File: config.mk
export PLATFORM = sky130hd
export DESIGN_NAME = frame_bump_allocator_resize_policy
export DESIGN_NICKNAME = d
export VERILOG_FILES = /design/src/hdl/fbar_pkg.sv /design/src/hdl/fbar_ram.sv /design/src/hdl/fbar_peak_scan.sv /design/src/hdl/frame_bump_allocator_resize_policy.sv
export VERILOG_INCLUDE_DIRS = /design/src /design/src/hdl
export SDC_FILE = /design/constraint.sdc
export NUM_CORES = 2
export LEC_CHECK = 0
export ABC_AREA = 1
export BUFFER_PORTS_ARGS = -buffer_cell sky130_fd_sc_hd__clkbuf_2
export CORE_MARGIN = 8
export CORE_UTILIZATION = 35
export CTS_CLUSTER_SIZE = 12
export DETAILED_ROUTE_END_ITERATION = 6
export HOLD_SLACK_MARGIN = 0.08
export SETUP_SLACK_MARGIN = 0.4
export SYNTH_ARGS = -nofsm -noshare
export SYNTH_HDL_FRONTEND = slang
export SYNTH_HIERARCHICAL = 1
export SYNTH_SLANG_ARGS = --single-unit
File: constraint.sdc
create_clock -name clock -period 17.33 [get_ports clock]
set_input_delay 0.8665 -clock clock [delete_from_list [all_inputs] [get_ports clock]]
set_output_delay 0.8665 -clock clock [all_outputs]
set_load 0.005 [all_outputs]
File: src/hdl/frame_bump_allocator_resize_policy_assert.svh
// Assertion macros shared by the frame bump allocator RTL.
`ifndef FRAME_BUMP_ALLOCATOR_RESIZE_POLICY_ASSERT_SVH
`define FRAME_BUMP_ALLOCATOR_RESIZE_POLICY_ASSERT_SVH
`ifndef NO_ASSERTIONS
`define FBAR_ASSERT_ALWAYS(lbl, expr) \
   lbl: assert property (@(posedge clock) disable iff (reset) (expr)) \
      else $error("fbar: invariant violated");
`define FBAR_ASSERT_IMPLIES(lbl, ante, cons) \
   lbl: assert property (@(posedge clock) disable iff (reset) (ante) |-> (cons)) \
      else $error("fbar: implication violated");
`define FBAR_ASSERT_NEXT(lbl, ante, cons) \
   lbl: assert property (@(posedge clock) disable iff (reset) (ante) |=> (cons)) \
      else $error("fbar: next-cycle check violated");
`else
`define FBAR_ASSERT_ALWAYS(lbl, expr)
`define FBAR_ASSERT_IMPLIES(lbl, ante, cons)
`define FBAR_ASSERT_NEXT(lbl, ante, cons)
`endif
`endif

File: src/hdl/fbar_pkg.sv
// Shared types and constants of the frame bump allocator.
`timescale 1ns / 1ps
package fbar_pkg;

   localparam int PAGE_SHIFT    = 12;
   localparam int BYTES_W       = 31;
   localparam int PAGES_W       = 19;
   localparam int Q8_W          = 9;
   localparam int Q8_SHIFT      = 8;
   localparam int CNT_W         = 16;
   localparam int TOTAL_ALLOC_W = 32;
   localparam int TOTAL_BYTES_W = 48;
   localparam int ALIGN_W       = 4;
   localparam int ALIGN_MASK_W  = 16;
   localparam int EVENT_W       = 2;
   localparam int CSR_IDX_W     = 3;

   localparam int INIT_PAGES_RST  = 256;
   localparam int MIN_PAGES_RST   = 16;
   localparam int GROW_Q8_RST     = 230;
   localparam int SHRINK_Q8_RST   = 64;
   localparam int GROW_NEEDED_RST = 3;
   localparam int GROW_CD_RST     = 10;
   localparam int SHRINK_CD_RST   = 60;

   localparam logic CMD_ALLOC     = 1'b0;
   localparam logic CMD_FRAME_END = 1'b1;

   localparam logic [EVENT_W-1:0] EV_NONE   = 2'd0;
   localparam logic [EVENT_W-1:0] EV_GREW   = 2'd1;
   localparam logic [EVENT_W-1:0] EV_SHRANK = 2'd2;

   localparam logic [CSR_IDX_W-1:0] CSR_INITIAL_SIZE_PAGES = 3'd0;
   localparam logic [CSR_IDX_W-1:0] CSR_MIN_SIZE_PAGES     = 3'd1;
   localparam logic [CSR_IDX_W-1:0] CSR_GROW_USAGE_Q8      = 3'd2;
   localparam logic [CSR_IDX_W-1:0] CSR_SHRINK_USAGE_Q8    = 3'd3;
   localparam logic [CSR_IDX_W-1:0] CSR_GROW_FRAMES_NEEDED = 3'd4;
   localparam logic [CSR_IDX_W-1:0] CSR_RESIZE_COOLDOWN    = 3'd5;
   localparam logic [CSR_IDX_W-1:0] CSR_SHRINK_COOLDOWN    = 3'd6;

   typedef enum logic [2:0] {
      ST_IDLE,
      ST_ALLOC,
      ST_FRAME0,
      ST_FRAME1,
      ST_SCAN,
      ST_RESP
   } fsm_state_type;

   typedef struct packed {
      logic busy;
      logic done;
   } scan_status_type;

endpackage

File: src/hdl/fbar_ram.sv
// Generic single-write, single-read RAM with registered read data.
`timescale 1ns / 1ps
module fbar_ram #(
   parameter int WIDTH = 31,
   parameter int DEPTH = 16
) (
   input  logic                                       clock,
   input  logic                                       wr_en,
   input  logic [((DEPTH > 1) ? $clog2(DEPTH) : 1)-1:0] wr_addr,
   input  logic [WIDTH-1:0]                           wr_data,
   input  logic                                       rd_en,
   input  logic [((DEPTH > 1) ? $clog2(DEPTH) : 1)-1:0] rd_addr,
   output logic [WIDTH-1:0]                           rd_data
);

   logic [WIDTH-1:0] mem_ff [DEPTH];
   logic [WIDTH-1:0] rd_data_ff;

   always_ff @(posedge clock) begin
      if (wr_en) begin
         mem_ff[wr_addr] <= wr_data;
      end
      if (rd_en) begin
         rd_data_ff <= mem_ff[rd_addr];
      end
   end

   assign rd_data = rd_data_ff;

endmodule

File: src/hdl/fbar_peak_scan.sv
// Sequential maximum search over the filled entries of the usage window RAM.
`timescale 1ns / 1ps
module fbar_peak_scan #(
   parameter int DEPTH = 16,
   parameter int DW    = 31
) (
   input  logic                                       clock,
   input  logic                                       reset,
   input  logic                                       start,
   input  logic [$clog2(DEPTH + 1)-1:0]               fill,
   output logic                                       rd_en,
   output logic [((DEPTH > 1) ? $clog2(DEPTH) : 1)-1:0] rd_addr,
   input  logic [DW-1:0]                              rd_data,
   output fbar_pkg::scan_status_type                  status,
   output logic [DW-1:0]                              peak
);

   localparam int AW = (DEPTH > 1) ? $clog2(DEPTH) : 1;
   localparam int FW = $clog2(DEPTH + 1);

   logic          busy_ff, busy_in;
   logic          pend_ff, pend_in;
   logic [FW-1:0] idx_ff, idx_in;
   logic [DW-1:0] peak_ff, peak_in;
   logic          done;

   // Reads are issued at entries 0 .. fill-1; each word lands in the cycle after its read.
   assign done = busy_ff && (idx_ff >= fill) && !pend_ff;

   always_comb begin
      busy_in = busy_ff;
      pend_in = pend_ff;
      idx_in  = idx_ff;
      peak_in = peak_ff;
      rd_en   = 1'b0;
      if (start) begin
         busy_in = 1'b1;
         pend_in = 1'b0;
         idx_in  = '0;
         peak_in = '0;
      end else if (busy_ff) begin
         if (pend_ff && (rd_data > peak_ff)) begin
            peak_in = rd_data;
         end
         if (idx_ff < fill) begin
            rd_en   = 1'b1;
            idx_in  = idx_ff + 1'b1;
            pend_in = 1'b1;
         end else begin
            pend_in = 1'b0;
         end
         if (done) begin
            busy_in = 1'b0;
         end
      end
   end

   always_ff @(posedge clock) begin
      if (reset) begin
         busy_ff <= 1'b0;
         pend_ff <= 1'b0;
      end else begin
         busy_ff <= busy_in;
         pend_ff <= pend_in;
      end
   end

   always_ff @(posedge clock) begin
      idx_ff  <= idx_in;
      peak_ff <= peak_in;
   end

   assign rd_addr     = idx_ff[AW-1:0];
   assign status.busy = busy_ff;
   assign status.done = done;
   assign peak        = peak_ff;

endmodule

File: src/hdl/frame_bump_allocator_resize_policy.sv
// Top level of the frame bump allocator with its grow and shrink sizing policy.
// Usage: the req_ channel carries one command beat (allocate or end of frame), the
// rsp_ channel returns exactly one result beat for each command, in order. A beat
// moves on a rising edge where valid is high and stall is low on that channel.
// An allocate beat aligns the bump offset as it is accepted, then the ALLOC state
// adds the size, checks the pool end and updates the counters, and the RESP state
// loads the result register; the next command is taken no earlier than that load.
// An end-of-frame beat writes the frame's usage into the window RAM, compares
// it against the Q8 thresholds in the cycle after the registered multiplies, and
// applies the grow rule. When the shrink rule is armed, the peak search reads the
// filled window entries one per cycle through the RAM's single read port before
// the result is loaded.
// Results sit in an output register; while rsp_stall holds a beat there, the
// block finishes the next command's work and then waits in front of that
// register, with req_stall high, until it frees up.
// Reset is synchronous: the pool comes back at 256 pages (clamped to the maximum),
// all counters clear and the window reads as empty. The window RAM is not
// cleared; only entries written since the last resize are ever read.
// Configuration writes take effect at once and are meant for idle periods.
`timescale 1ns / 1ps
`include "frame_bump_allocator_resize_policy_assert.svh"
module frame_bump_allocator_resize_policy #(
   parameter int USAGE_WINDOW   = 16,
   parameter int MAX_POOL_PAGES = 262144
) (
   input  logic                                     clock,
   input  logic                                     reset,
   // command channel
   input  logic                                     req_valid,
   output logic                                     req_stall,
   input  logic                                     req_cmd,
   input  logic [fbar_pkg::BYTES_W-1:0]             req_alloc_bytes,
   input  logic [fbar_pkg::ALIGN_W-1:0]             req_align_log2,
   // result channel
   output logic                                     rsp_valid,
   input  logic                                     rsp_stall,
   output logic                                     rsp_alloc_ok,
   output logic [fbar_pkg::BYTES_W-1:0]             rsp_alloc_offset,
   output logic [fbar_pkg::BYTES_W-1:0]             rsp_bytes_used,
   output logic [fbar_pkg::BYTES_W-1:0]             rsp_bytes_remaining,
   output logic [fbar_pkg::BYTES_W-1:0]             rsp_pool_bytes,
   output logic [fbar_pkg::EVENT_W-1:0]             rsp_resize_event,
   output logic [fbar_pkg::BYTES_W-1:0]             rsp_peak_bytes_used,
   output logic [fbar_pkg::TOTAL_ALLOC_W-1:0]       rsp_total_allocations,
   output logic [fbar_pkg::TOTAL_BYTES_W-1:0]       rsp_total_bytes_allocated,
   output logic [fbar_pkg::CNT_W-1:0]               rsp_resize_count,
   // configuration write port
   input  logic                                     csr_we,
   input  logic [fbar_pkg::CSR_IDX_W-1:0]           csr_index,
   input  logic [fbar_pkg::PAGES_W-1:0]             csr_wdata
);

   // Widths that follow from the parameters.
   localparam int PW  = $clog2(MAX_POOL_PAGES + 1);
   localparam int PBW = PW + fbar_pkg::PAGE_SHIFT;
   localparam int SW  = ((PBW > fbar_pkg::BYTES_W) ? PBW : fbar_pkg::BYTES_W) + 2;
   localparam int PRW = fbar_pkg::Q8_W + PW;
   localparam int TSH = fbar_pkg::PAGE_SHIFT - fbar_pkg::Q8_SHIFT;
   localparam int TW  = PRW + TSH;
   localparam int MW  = ((PW + 1) > fbar_pkg::PAGES_W) ? (PW + 1) : fbar_pkg::PAGES_W;
   localparam int CLW = (PW > fbar_pkg::PAGES_W) ? PW : fbar_pkg::PAGES_W;
   localparam int AW  = (USAGE_WINDOW > 1) ? $clog2(USAGE_WINDOW) : 1;
   localparam int FW  = $clog2(USAGE_WINDOW + 1);
   localparam int RST_PAGES = (MAX_POOL_PAGES < fbar_pkg::INIT_PAGES_RST) ?
                              MAX_POOL_PAGES : fbar_pkg::INIT_PAGES_RST;

   function automatic logic [fbar_pkg::CNT_W-1:0] sat_inc16(
      input logic [fbar_pkg::CNT_W-1:0] v
   );
      return (v == '1) ? v : v + 1'b1;
   endfunction

   // Sequencer and per-command working registers.
   fbar_pkg::fsm_state_type state_ff, state_in;
   logic                           cmd_ff, cmd_in;
   logic [fbar_pkg::BYTES_W-1:0]   size_ff, size_in;
   logic [SW-1:0]                  aligned_ff, aligned_in;
   logic [PBW-1:0]                 used_ff, used_in;
   logic [PRW-1:0]                 grow_prod_ff, grow_prod_in;
   logic [PRW-1:0]                 shrink_prod_ff, shrink_prod_in;
   logic [fbar_pkg::EVENT_W-1:0]   event_ff, event_in;
   logic                           ok_ff, ok_in;
   logic [fbar_pkg::BYTES_W-1:0]   offset_ff, offset_in;

   // Allocator and policy state.
   logic [PBW-1:0]                     bump_offset_ff, bump_offset_in;
   logic [PW-1:0]                      pool_pages_ff, pool_pages_in;
   logic [fbar_pkg::CNT_W-1:0]         fsr_ff, fsr_in;
   logic [fbar_pkg::CNT_W-1:0]         over_run_ff, over_run_in;
   logic [fbar_pkg::CNT_W-1:0]         under_run_ff, under_run_in;
   logic [FW-1:0]                      fill_ff, fill_in;
   logic [AW-1:0]                      head_ff, head_in;
   logic [PBW-1:0]                     peak_used_ff, peak_used_in;
   logic [fbar_pkg::TOTAL_ALLOC_W-1:0] alloc_total_ff, alloc_total_in;
   logic [fbar_pkg::TOTAL_BYTES_W-1:0] bytes_total_ff, bytes_total_in;
   logic [fbar_pkg::CNT_W-1:0]         resizes_ff, resizes_in;

   // Configuration registers.
   logic [fbar_pkg::PAGES_W-1:0] min_pages_ff, min_pages_in;
   logic [fbar_pkg::Q8_W-1:0]    grow_q8_ff, grow_q8_in;
   logic [fbar_pkg::Q8_W-1:0]    shrink_q8_ff, shrink_q8_in;
   logic [fbar_pkg::CNT_W-1:0]   grow_needed_ff, grow_needed_in;
   logic [fbar_pkg::CNT_W-1:0]   grow_cd_ff, grow_cd_in;
   logic [fbar_pkg::CNT_W-1:0]   shrink_cd_ff, shrink_cd_in;

   // Result register.
   logic                               rsp_valid_ff, rsp_valid_in;
   logic                               rsp_ok_ff, rsp_ok_in;
   logic [fbar_pkg::BYTES_W-1:0]       rsp_offset_ff, rsp_offset_in;
   logic [fbar_pkg::BYTES_W-1:0]       rsp_used_ff, rsp_used_in;
   logic [fbar_pkg::BYTES_W-1:0]       rsp_remain_ff, rsp_remain_in;
   logic [fbar_pkg::BYTES_W-1:0]       rsp_pool_ff, rsp_pool_in;
   logic [fbar_pkg::EVENT_W-1:0]       rsp_event_ff, rsp_event_in;
   logic [fbar_pkg::BYTES_W-1:0]       rsp_peak_ff, rsp_peak_in;
   logic [fbar_pkg::TOTAL_ALLOC_W-1:0] rsp_allocs_ff, rsp_allocs_in;
   logic [fbar_pkg::TOTAL_BYTES_W-1:0] rsp_bytes_ff, rsp_bytes_in;
   logic [fbar_pkg::CNT_W-1:0]         rsp_resizes_ff, rsp_resizes_in;

   // Combinational helpers.
   logic                              out_load;
   logic                              req_fire;
   logic [PBW-1:0]                    pool_b;
   logic [fbar_pkg::ALIGN_MASK_W-1:0] align_mask;
   logic [SW-1:0]                     aligned_calc;
   logic [SW-1:0]                     end_calc;
   logic                              alloc_fit;
   logic [fbar_pkg::TOTAL_BYTES_W:0]  bytes_sum;
   logic [TW-1:0]                     grow_thr;
   logic [TW-1:0]                     shrink_thr;
   logic                              used_over;
   logic                              used_under;
   logic [PW:0]                       pages_dbl;
   logic [PW-1:0]                     pages_half;
   logic [CLW-1:0]                    csr_pages_w;
   logic [PW-1:0]                     csr_pages_clamped;

   // Window RAM and peak search.
   logic                      ram_wr_en;
   logic [AW-1:0]             ram_wr_addr;
   logic [PBW-1:0]            ram_wr_data;
   logic                      ram_rd_en;
   logic [AW-1:0]             ram_rd_addr;
   logic [PBW-1:0]            ram_rd_data;
   logic                      scan_start;
   fbar_pkg::scan_status_type scan_status;
   logic [PBW-1:0]            scan_peak;

   fbar_ram #(
      .WIDTH (PBW),
      .DEPTH (USAGE_WINDOW)
   ) u_window_ram (
      .clock   (clock),
      .wr_en   (ram_wr_en),
      .wr_addr (ram_wr_addr),
      .wr_data (ram_wr_data),
      .rd_en   (ram_rd_en),
      .rd_addr (ram_rd_addr),
      .rd_data (ram_rd_data)
   );

   fbar_peak_scan #(
      .DEPTH (USAGE_WINDOW),
      .DW    (PBW)
   ) u_peak_scan (
      .clock   (clock),
      .reset   (reset),
      .start   (scan_start),
      .fill    (fill_ff),
      .rd_en   (ram_rd_en),
      .rd_addr (ram_rd_addr),
      .rd_data (ram_rd_data),
      .status  (scan_status),
      .peak    (scan_peak)
   );

   // The result register takes a new beat when it is empty or being drained.
   assign out_load  = (state_ff == fbar_pkg::ST_RESP) && (!rsp_valid_ff || !rsp_stall);
   assign req_stall = !((state_ff == fbar_pkg::ST_IDLE) || out_load);
   assign req_fire  = req_valid && !req_stall;

   assign pool_b = PBW'(pool_pages_ff) << fbar_pkg::PAGE_SHIFT;

   // Alignment is done on the way in, from the offset that the last beat left.
   assign align_mask   = fbar_pkg::ALIGN_MASK_W'((17'd1 << req_align_log2) - 17'd1);
   assign aligned_calc = (SW'(bump_offset_ff) + SW'(align_mask)) & ~SW'(align_mask);

   assign end_calc  = aligned_ff + SW'(size_ff);
   assign alloc_fit = end_calc <= SW'(pool_b);
   assign bytes_sum = (fbar_pkg::TOTAL_BYTES_W + 1)'(bytes_total_ff)
                    + (fbar_pkg::TOTAL_BYTES_W + 1)'(size_ff);

   // used*256 against q8*pages*4096 reduces to used against q8*pages*16.
   assign grow_thr   = TW'(grow_prod_ff) << TSH;
   assign shrink_thr = TW'(shrink_prod_ff) << TSH;
   assign used_over  = TW'(used_ff) > grow_thr;
   assign used_under = TW'(used_ff) < shrink_thr;

   assign pages_dbl  = (PW + 1)'(pool_pages_ff) << 1;
   assign pages_half = PW'(((PW + 1)'(pool_pages_ff) + 1'b1) >> 1);

   // A write of the initial size reloads the pool, clamped to 1 .. maximum.
   assign csr_pages_w = CLW'(csr_wdata);
   always_comb begin
      priority if (csr_pages_w == '0) begin
         csr_pages_clamped = PW'(1);
      end else if (csr_pages_w > CLW'(MAX_POOL_PAGES)) begin
         csr_pages_clamped = PW'(MAX_POOL_PAGES);
      end else begin
         csr_pages_clamped = PW'(csr_pages_w);
      end
   end

   always_comb begin
      state_in       = state_ff;
      cmd_in         = cmd_ff;
      size_in        = size_ff;
      aligned_in     = aligned_ff;
      used_in        = used_ff;
      grow_prod_in   = grow_prod_ff;
      shrink_prod_in = shrink_prod_ff;
      event_in       = event_ff;
      ok_in          = ok_ff;
      offset_in      = offset_ff;
      bump_offset_in = bump_offset_ff;
      pool_pages_in  = pool_pages_ff;
      fsr_in         = fsr_ff;
      over_run_in    = over_run_ff;
      under_run_in   = under_run_ff;
      fill_in        = fill_ff;
      head_in        = head_ff;
      peak_used_in   = peak_used_ff;
      alloc_total_in = alloc_total_ff;
      bytes_total_in = bytes_total_ff;
      resizes_in     = resizes_ff;
      min_pages_in   = min_pages_ff;
      grow_q8_in     = grow_q8_ff;
      shrink_q8_in   = shrink_q8_ff;
      grow_needed_in = grow_needed_ff;
      grow_cd_in     = grow_cd_ff;
      shrink_cd_in   = shrink_cd_ff;
      rsp_valid_in   = rsp_valid_ff && rsp_stall;
      rsp_ok_in      = rsp_ok_ff;
      rsp_offset_in  = rsp_offset_ff;
      rsp_used_in    = rsp_used_ff;
      rsp_remain_in  = rsp_remain_ff;
      rsp_pool_in    = rsp_pool_ff;
      rsp_event_in   = rsp_event_ff;
      rsp_peak_in    = rsp_peak_ff;
      rsp_allocs_in  = rsp_allocs_ff;
      rsp_bytes_in   = rsp_bytes_ff;
      rsp_resizes_in = rsp_resizes_ff;
      ram_wr_en      = 1'b0;
      ram_wr_addr    = head_ff;
      ram_wr_data    = bump_offset_ff;
      scan_start     = 1'b0;

      unique case (state_ff)
         fbar_pkg::ST_IDLE: begin
         end
         fbar_pkg::ST_ALLOC: begin
            event_in = fbar_pkg::EV_NONE;
            if (alloc_fit) begin
               ok_in          = 1'b1;
               offset_in      = fbar_pkg::BYTES_W'(aligned_ff);
               bump_offset_in = PBW'(end_calc);
               if (end_calc > SW'(peak_used_ff)) begin
                  peak_used_in = PBW'(end_calc);
               end
               if (alloc_total_ff != '1) begin
                  alloc_total_in = alloc_total_ff + 1'b1;
               end
               bytes_total_in = bytes_sum[fbar_pkg::TOTAL_BYTES_W] ? '1 :
                                bytes_sum[fbar_pkg::TOTAL_BYTES_W-1:0];
            end else begin
               ok_in     = 1'b0;
               offset_in = '0;
            end
            state_in = fbar_pkg::ST_RESP;
         end
         fbar_pkg::ST_FRAME0: begin
            // Record the frame's usage and start the threshold products.
            ok_in          = 1'b0;
            offset_in      = '0;
            event_in       = fbar_pkg::EV_NONE;
            used_in        = bump_offset_ff;
            bump_offset_in = '0;
            fsr_in         = sat_inc16(fsr_ff);
            ram_wr_en      = 1'b1;
            head_in        = (head_ff == AW'(USAGE_WINDOW - 1)) ? '0 : head_ff + 1'b1;
            if (fill_ff < FW'(USAGE_WINDOW)) begin
               fill_in = fill_ff + 1'b1;
            end
            grow_prod_in   = PRW'(grow_q8_ff) * PRW'(pool_pages_ff);
            shrink_prod_in = PRW'(shrink_q8_ff) * PRW'(pool_pages_ff);
            state_in       = fbar_pkg::ST_FRAME1;
         end
         fbar_pkg::ST_FRAME1: begin
            priority if (used_over) begin
               over_run_in  = sat_inc16(over_run_ff);
               under_run_in = '0;
            end else if (used_under) begin
               under_run_in = sat_inc16(under_run_ff);
               over_run_in  = '0;
            end else begin
               over_run_in  = '0;
               under_run_in = '0;
            end
            state_in = fbar_pkg::ST_RESP;
            if (used_over && (sat_inc16(over_run_ff) >= grow_needed_ff)
                && (fsr_ff >= grow_cd_ff)
                && (pages_dbl <= (PW + 1)'(MAX_POOL_PAGES))) begin
               // Grow branch; a target below the minimum keeps the size but
               // still restarts the run, the frame count and the window.
               if (MW'(pages_dbl) >= MW'(min_pages_ff)) begin
                  pool_pages_in = PW'(pages_dbl);
                  resizes_in    = sat_inc16(resizes_ff);
                  event_in      = fbar_pkg::EV_GREW;
               end
               over_run_in = '0;
               fsr_in      = '0;
               fill_in     = '0;
               head_in     = '0;
            end else if ((fsr_ff >= shrink_cd_ff) && (fill_ff != '0)
                         && (MW'(pool_pages_ff) > MW'(min_pages_ff))) begin
               scan_start = 1'b1;
               state_in   = fbar_pkg::ST_SCAN;
            end
         end
         fbar_pkg::ST_SCAN: begin
            if (scan_status.done) begin
               if (TW'(scan_peak) < shrink_thr) begin
                  if (MW'(pages_half) >= MW'(min_pages_ff)) begin
                     pool_pages_in = pages_half;
                     resizes_in    = sat_inc16(resizes_ff);
                     event_in      = fbar_pkg::EV_SHRANK;
                  end
                  under_run_in = '0;
                  fsr_in       = '0;
                  fill_in      = '0;
                  head_in      = '0;
               end
               state_in = fbar_pkg::ST_RESP;
            end
         end
         fbar_pkg::ST_RESP: begin
            if (out_load) begin
               state_in = fbar_pkg::ST_IDLE;
            end
         end
         default: begin
            state_in = fbar_pkg::ST_IDLE;
         end
      endcase

      // The result is built from the state that the finished command left.
      if (out_load) begin
         rsp_valid_in   = 1'b1;
         rsp_ok_in      = ok_ff;
         rsp_offset_in  = offset_ff;
         rsp_used_in    = fbar_pkg::BYTES_W'(bump_offset_ff);
         rsp_remain_in  = (pool_b > bump_offset_ff) ?
                          fbar_pkg::BYTES_W'(pool_b - bump_offset_ff) : '0;
         rsp_pool_in    = fbar_pkg::BYTES_W'(pool_b);
         rsp_event_in   = event_ff;
         rsp_peak_in    = fbar_pkg::BYTES_W'(peak_used_ff);
         rsp_allocs_in  = alloc_total_ff;
         rsp_bytes_in   = bytes_total_ff;
         rsp_resizes_in = resizes_ff;
      end

      if (req_fire) begin
         cmd_in     = req_cmd;
         size_in    = req_alloc_bytes;
         aligned_in = aligned_calc;
         state_in   = (req_cmd == fbar_pkg::CMD_FRAME_END) ?
                      fbar_pkg::ST_FRAME0 : fbar_pkg::ST_ALLOC;
      end

      if (csr_we) begin
         unique case (csr_index)
            fbar_pkg::CSR_INITIAL_SIZE_PAGES: pool_pages_in  = csr_pages_clamped;
            fbar_pkg::CSR_MIN_SIZE_PAGES:     min_pages_in   = csr_wdata;
            fbar_pkg::CSR_GROW_USAGE_Q8:      grow_q8_in     = csr_wdata[fbar_pkg::Q8_W-1:0];
            fbar_pkg::CSR_SHRINK_USAGE_Q8:    shrink_q8_in   = csr_wdata[fbar_pkg::Q8_W-1:0];
            fbar_pkg::CSR_GROW_FRAMES_NEEDED: grow_needed_in = csr_wdata[fbar_pkg::CNT_W-1:0];
            fbar_pkg::CSR_RESIZE_COOLDOWN:    grow_cd_in     = csr_wdata[fbar_pkg::CNT_W-1:0];
            fbar_pkg::CSR_SHRINK_COOLDOWN:    shrink_cd_in   = csr_wdata[fbar_pkg::CNT_W-1:0];
            default: begin
            end
         endcase
      end
   end

   always_ff @(posedge clock) begin
      if (reset) begin
         state_ff       <= fbar_pkg::ST_IDLE;
         rsp_valid_ff   <= 1'b0;
         bump_offset_ff <= '0;
         pool_pages_ff  <= PW'(RST_PAGES);
         fsr_ff         <= '0;
         over_run_ff    <= '0;
         under_run_ff   <= '0;
         fill_ff        <= '0;
         head_ff        <= '0;
         peak_used_ff   <= '0;
         alloc_total_ff <= '0;
         bytes_total_ff <= '0;
         resizes_ff     <= '0;
         min_pages_ff   <= fbar_pkg::PAGES_W'(fbar_pkg::MIN_PAGES_RST);
         grow_q8_ff     <= fbar_pkg::Q8_W'(fbar_pkg::GROW_Q8_RST);
         shrink_q8_ff   <= fbar_pkg::Q8_W'(fbar_pkg::SHRINK_Q8_RST);
         grow_needed_ff <= fbar_pkg::CNT_W'(fbar_pkg::GROW_NEEDED_RST);
         grow_cd_ff     <= fbar_pkg::CNT_W'(fbar_pkg::GROW_CD_RST);
         shrink_cd_ff   <= fbar_pkg::CNT_W'(fbar_pkg::SHRINK_CD_RST);
      end else begin
         state_ff       <= state_in;
         rsp_valid_ff   <= rsp_valid_in;
         bump_offset_ff <= bump_offset_in;
         pool_pages_ff  <= pool_pages_in;
         fsr_ff         <= fsr_in;
         over_run_ff    <= over_run_in;
         under_run_ff   <= under_run_in;
         fill_ff        <= fill_in;
         head_ff        <= head_in;
         peak_used_ff   <= peak_used_in;
         alloc_total_ff <= alloc_total_in;
         bytes_total_ff <= bytes_total_in;
         resizes_ff     <= resizes_in;
         min_pages_ff   <= min_pages_in;
         grow_q8_ff     <= grow_q8_in;
         shrink_q8_ff   <= shrink_q8_in;
         grow_needed_ff <= grow_needed_in;
         grow_cd_ff     <= grow_cd_in;
         shrink_cd_ff   <= shrink_cd_in;
      end
   end

   always_ff @(posedge clock) begin
      cmd_ff         <= cmd_in;
      size_ff        <= size_in;
      aligned_ff     <= aligned_in;
      used_ff        <= used_in;
      grow_prod_ff   <= grow_prod_in;
      shrink_prod_ff <= shrink_prod_in;
      event_ff       <= event_in;
      ok_ff          <= ok_in;
      offset_ff      <= offset_in;
      rsp_ok_ff      <= rsp_ok_in;
      rsp_offset_ff  <= rsp_offset_in;
      rsp_used_ff    <= rsp_used_in;
      rsp_remain_ff  <= rsp_remain_in;
      rsp_pool_ff    <= rsp_pool_in;
      rsp_event_ff   <= rsp_event_in;
      rsp_peak_ff    <= rsp_peak_in;
      rsp_allocs_ff  <= rsp_allocs_in;
      rsp_bytes_ff   <= rsp_bytes_in;
      rsp_resizes_ff <= rsp_resizes_in;
   end

   assign rsp_valid                 = rsp_valid_ff;
   assign rsp_alloc_ok              = rsp_ok_ff;
   assign rsp_alloc_offset          = rsp_offset_ff;
   assign rsp_bytes_used            = rsp_used_ff;
   assign rsp_bytes_remaining       = rsp_remain_ff;
   assign rsp_pool_bytes            = rsp_pool_ff;
   assign rsp_resize_event          = rsp_event_ff;
   assign rsp_peak_bytes_used       = rsp_peak_ff;
   assign rsp_total_allocations     = rsp_allocs_ff;
   assign rsp_total_bytes_allocated = rsp_bytes_ff;
   assign rsp_resize_count          = rsp_resizes_ff;

   // The peak search only runs while the sequencer waits for it.
   `FBAR_ASSERT_IMPLIES(a_scan_in_state, scan_status.busy, state_ff == fbar_pkg::ST_SCAN)
   // A resize is only ever reported on an end-of-frame beat.
   `FBAR_ASSERT_IMPLIES(a_event_not_alloc, rsp_valid && (rsp_resize_event != fbar_pkg::EV_NONE), !rsp_alloc_ok)
   // The window never claims more entries than the RAM holds.
   `FBAR_ASSERT_ALWAYS(a_fill_bound, fill_ff <= FW'(USAGE_WINDOW))
   // A granted block never moves the offset past the pool end.
   `FBAR_ASSERT_NEXT(a_alloc_fits, (state_ff == fbar_pkg::ST_ALLOC) && alloc_fit && !csr_we, bump_offset_ff <= pool_b)

endmodule
==> results by group <==
GRT
  • Total grt overflow: 0
  • Number of global-route vias before repair: ~58,000
  • GRT Overall Usage: around 20%
  • First-pass GRT wire length: between 300 and 400 mm
  • Pin count of the biggest net entering global routing: between 100 and 150
  • Initial antenna violation count: 26

Timing
  • RSZ-0062 raised after global routing: no
  • Min Tclk post-route: 7.02 ns
  • Max Fclk: 142 MHz
  • Final Slew Violations: 0
  • Worst slew margin: 24.4%
  • Crit share post-route: about 41%
  • Setup TNS: 0 ns
  • Worst Tran Pin Value: 1.13 ns
  • Hold slack: about 0.24 ns
  • # setup viols final: 0
  • Hold Fails Final Rpt: 0
  • Skew final: ~0.032 ns

Clock tree
  • Total CTS buffers: roughly 150
  • Worst-skew pair later-pin latency: roughly 0.82 ns
  • Post-CTS setup buffer count: 0
  • Hold_buf cts: 0
  • CTS resizes: 0
  • H-Tree Depth: 4
  • Worst-path clk slew: ~0.060 ns
  • Clk sinks: approximately 1,300
  • CTS root buf: clkbuf_16
  • CTS tree: built
  • Bufs on Longest Clock Path: 3

Finish
  • Commonest non-fill, non-tap cell in the layout: nand2_1
  • Layout cells sized above 1: 8.00%
  • NumNets Final: between 9,000 and 10,000
  • Most frequent cells in the layout: nand2_1, inv_1, edfxtp_1, nand3_1, a21oi_1
  • Util after Layout: 39.6%
  • P&R area growth vs syn: 12.3%
  • Fillers: 21,300

Die
  • # IOs: ~320
  • Die X: between 400 and 500 um
  • Initial Utilization: a little over a third
  • FP Rows: 170
  • Die area: 231,000 um^2
  • Die Y: 481 um
  • Core Region: 215,000 um^2

Outcome
  • Status: complete, no violations

Worst setup path
  • CP peak stage delay: approximately 0.69 ns
  • Element type at the critical path end: flop
  • CP Launch Type: flop
  • Peak fanout along the critical path: 58
  • Cell mode on critical path: nand2_1
  • Critical Path AT: ~7.7 ns
  • Critical Path Slowest Stage Cell: nor2_4
  • Setup CP Type: reg2reg
  • Crit path required time: about 18 ns

Power and ir drop
  • Flop pwr share: about 37%
  • Combinational share of power: 32.8%
  • Power Density: between 100 and 150 nW/um^2
  • Power share of the clock group: between 30% and 40%
  • Sw frac: approximately two fifths
  • Cell Int Power: roughly 6.5 mW
  • Peak supply drop: between 0.1 and 0.15 mV
  • Leakage power: 38.1 nW
  • Sw power: between 4 and 5 mW

Worst hold path
  • Hold Crit Class: in2reg

Detailed routing
  • Drt pass-1 iters: 6
  • Via/cell ratio: 5.06
  • DRC Markers: 0
  • Post-DRT Antenna Nets: 0
  • DR vias: between 50,000 and 60,000
  • Routed WL: between 200 and 250 mm
  • Wire per inst: 20.3 um
  • Initial drt markers: about 5,400

Synthesis
  • YS warnings: 6
  • Syn Area/Cell: just under 9 um^2
  • Mapped Area: between 70,000 and 80,000 um^2
  • Synth Instances: around 8,600

Place
  • Port Buf Inserts: 306
  • Post-DP HPWL: between 150 and 200 mm
  • RD Place Congestion: 0.958

Run
  • Max-Cap Viols: 0
-- metrics by stage --
stage | power (mW) | instance area [um^2] | cells | worst slack, ns
3_5_place_dp | 7.40 | 80100 | 11500 | 10.44
2_1_floorplan | 6.11 | 75700 | 8610 | 2.49
6_report | 10.5 | 85000 | 11800 | 10.31
5_1_grt | 11.1 | 85000 | 11800 | 9.78
4_1_cts | 10.6 | 84900 | 11800 | 10.41
3_3_place_gp | 7.36 | 80100 | 11500 | 10.60
-- power by group through the flow --
| stage | registers [mW] | clock network (mW) | logic [mW] |
|---|---|---|---|
| finish | 3.90 | 3.16 | 3.45 |
| global route | 3.92 | 3.34 | 3.82 |
| CTS | 3.90 | 3.22 | 3.45 |
| detailed placement | 3.96 | 0 | 3.43 |
| global placement | 3.95 | 0 | 3.41 |
| floorplan | 3.92 | 0 | 2.19 |
-- worst paths after layout --
kind,from,end,slack [ns],depth (start not counted)
max,size_ff[0],bytes_total_ff[10],10.31,31
min,req_alloc_bytes[24],size_ff[24],0.24,1
max reg2reg,size_ff[0],bytes_total_ff[10],10.31,31
min reg2reg,offset_ff[12],rsp_alloc_offset[12],0.42,0
-- routing by layer --
layer	share of wire (%)	vias up	global-route usage, %
met5	0.063	-	0
met4	3.5	26	6.67
met3	7.2	378	3.61
met2	46	2094	32.9
met1	43	29000	27.1
li1	-	28400	-
-- registers in the layout (all words and copies together) (netlist names), 19 cells and up --
name,cells
u_window_ram/mem_ff,496
bytes_total_ff,48
rsp_total_bytes_allocated,48
aligned_ff,32
alloc_total_ff,32
rsp_total_allocations,32
bump_offset_ff,31
offset_ff,31
peak_used_ff,31
rsp_alloc_offset,31
rsp_bytes_remaining,31
rsp_bytes_used,31
rsp_peak_bytes_used,31
size_ff,31
u_peak_scan/peak,31
u_window_ram/rd_data,31
used_ff,31
grow_prod_ff,28
shrink_prod_ff,28
min_pages_ff,19
pool_pages_ff,19
rsp_pool_bytes,19
-- final cells by class --
cell class                      count  area, um^2  share of cell area, %
Sequential cell                  1298       35500                   41.8
Clock buffer                      201        4050                   4.76
Antenna cell                       13        32.5                 0.0383
Timing Repair Buffer              423        2430                   2.86
Inverter                         1569        5900                   6.95
Clock inverter                     71         841                  0.989
Tap cell                         2838        3550                   4.18
Multi-Input combinational cell   5412       32600                   38.4
-- worst max-delay path: cells and delay by family, from the launching register on --
family | cells | cell delay [ns]
AO/OA/AOI/OAI | 4 | 0.65
XOR/XNOR | 1 | 0.44
adder cells (fa/ha/maj) | 3 | 0.84
buffers and inverters | 6 | 1.62
flip-flops | 1 | 0.36
AND/OR/NAND/NOR | 17 | 2.83
No activity file was read; power rests on OpenSTA's default activity.
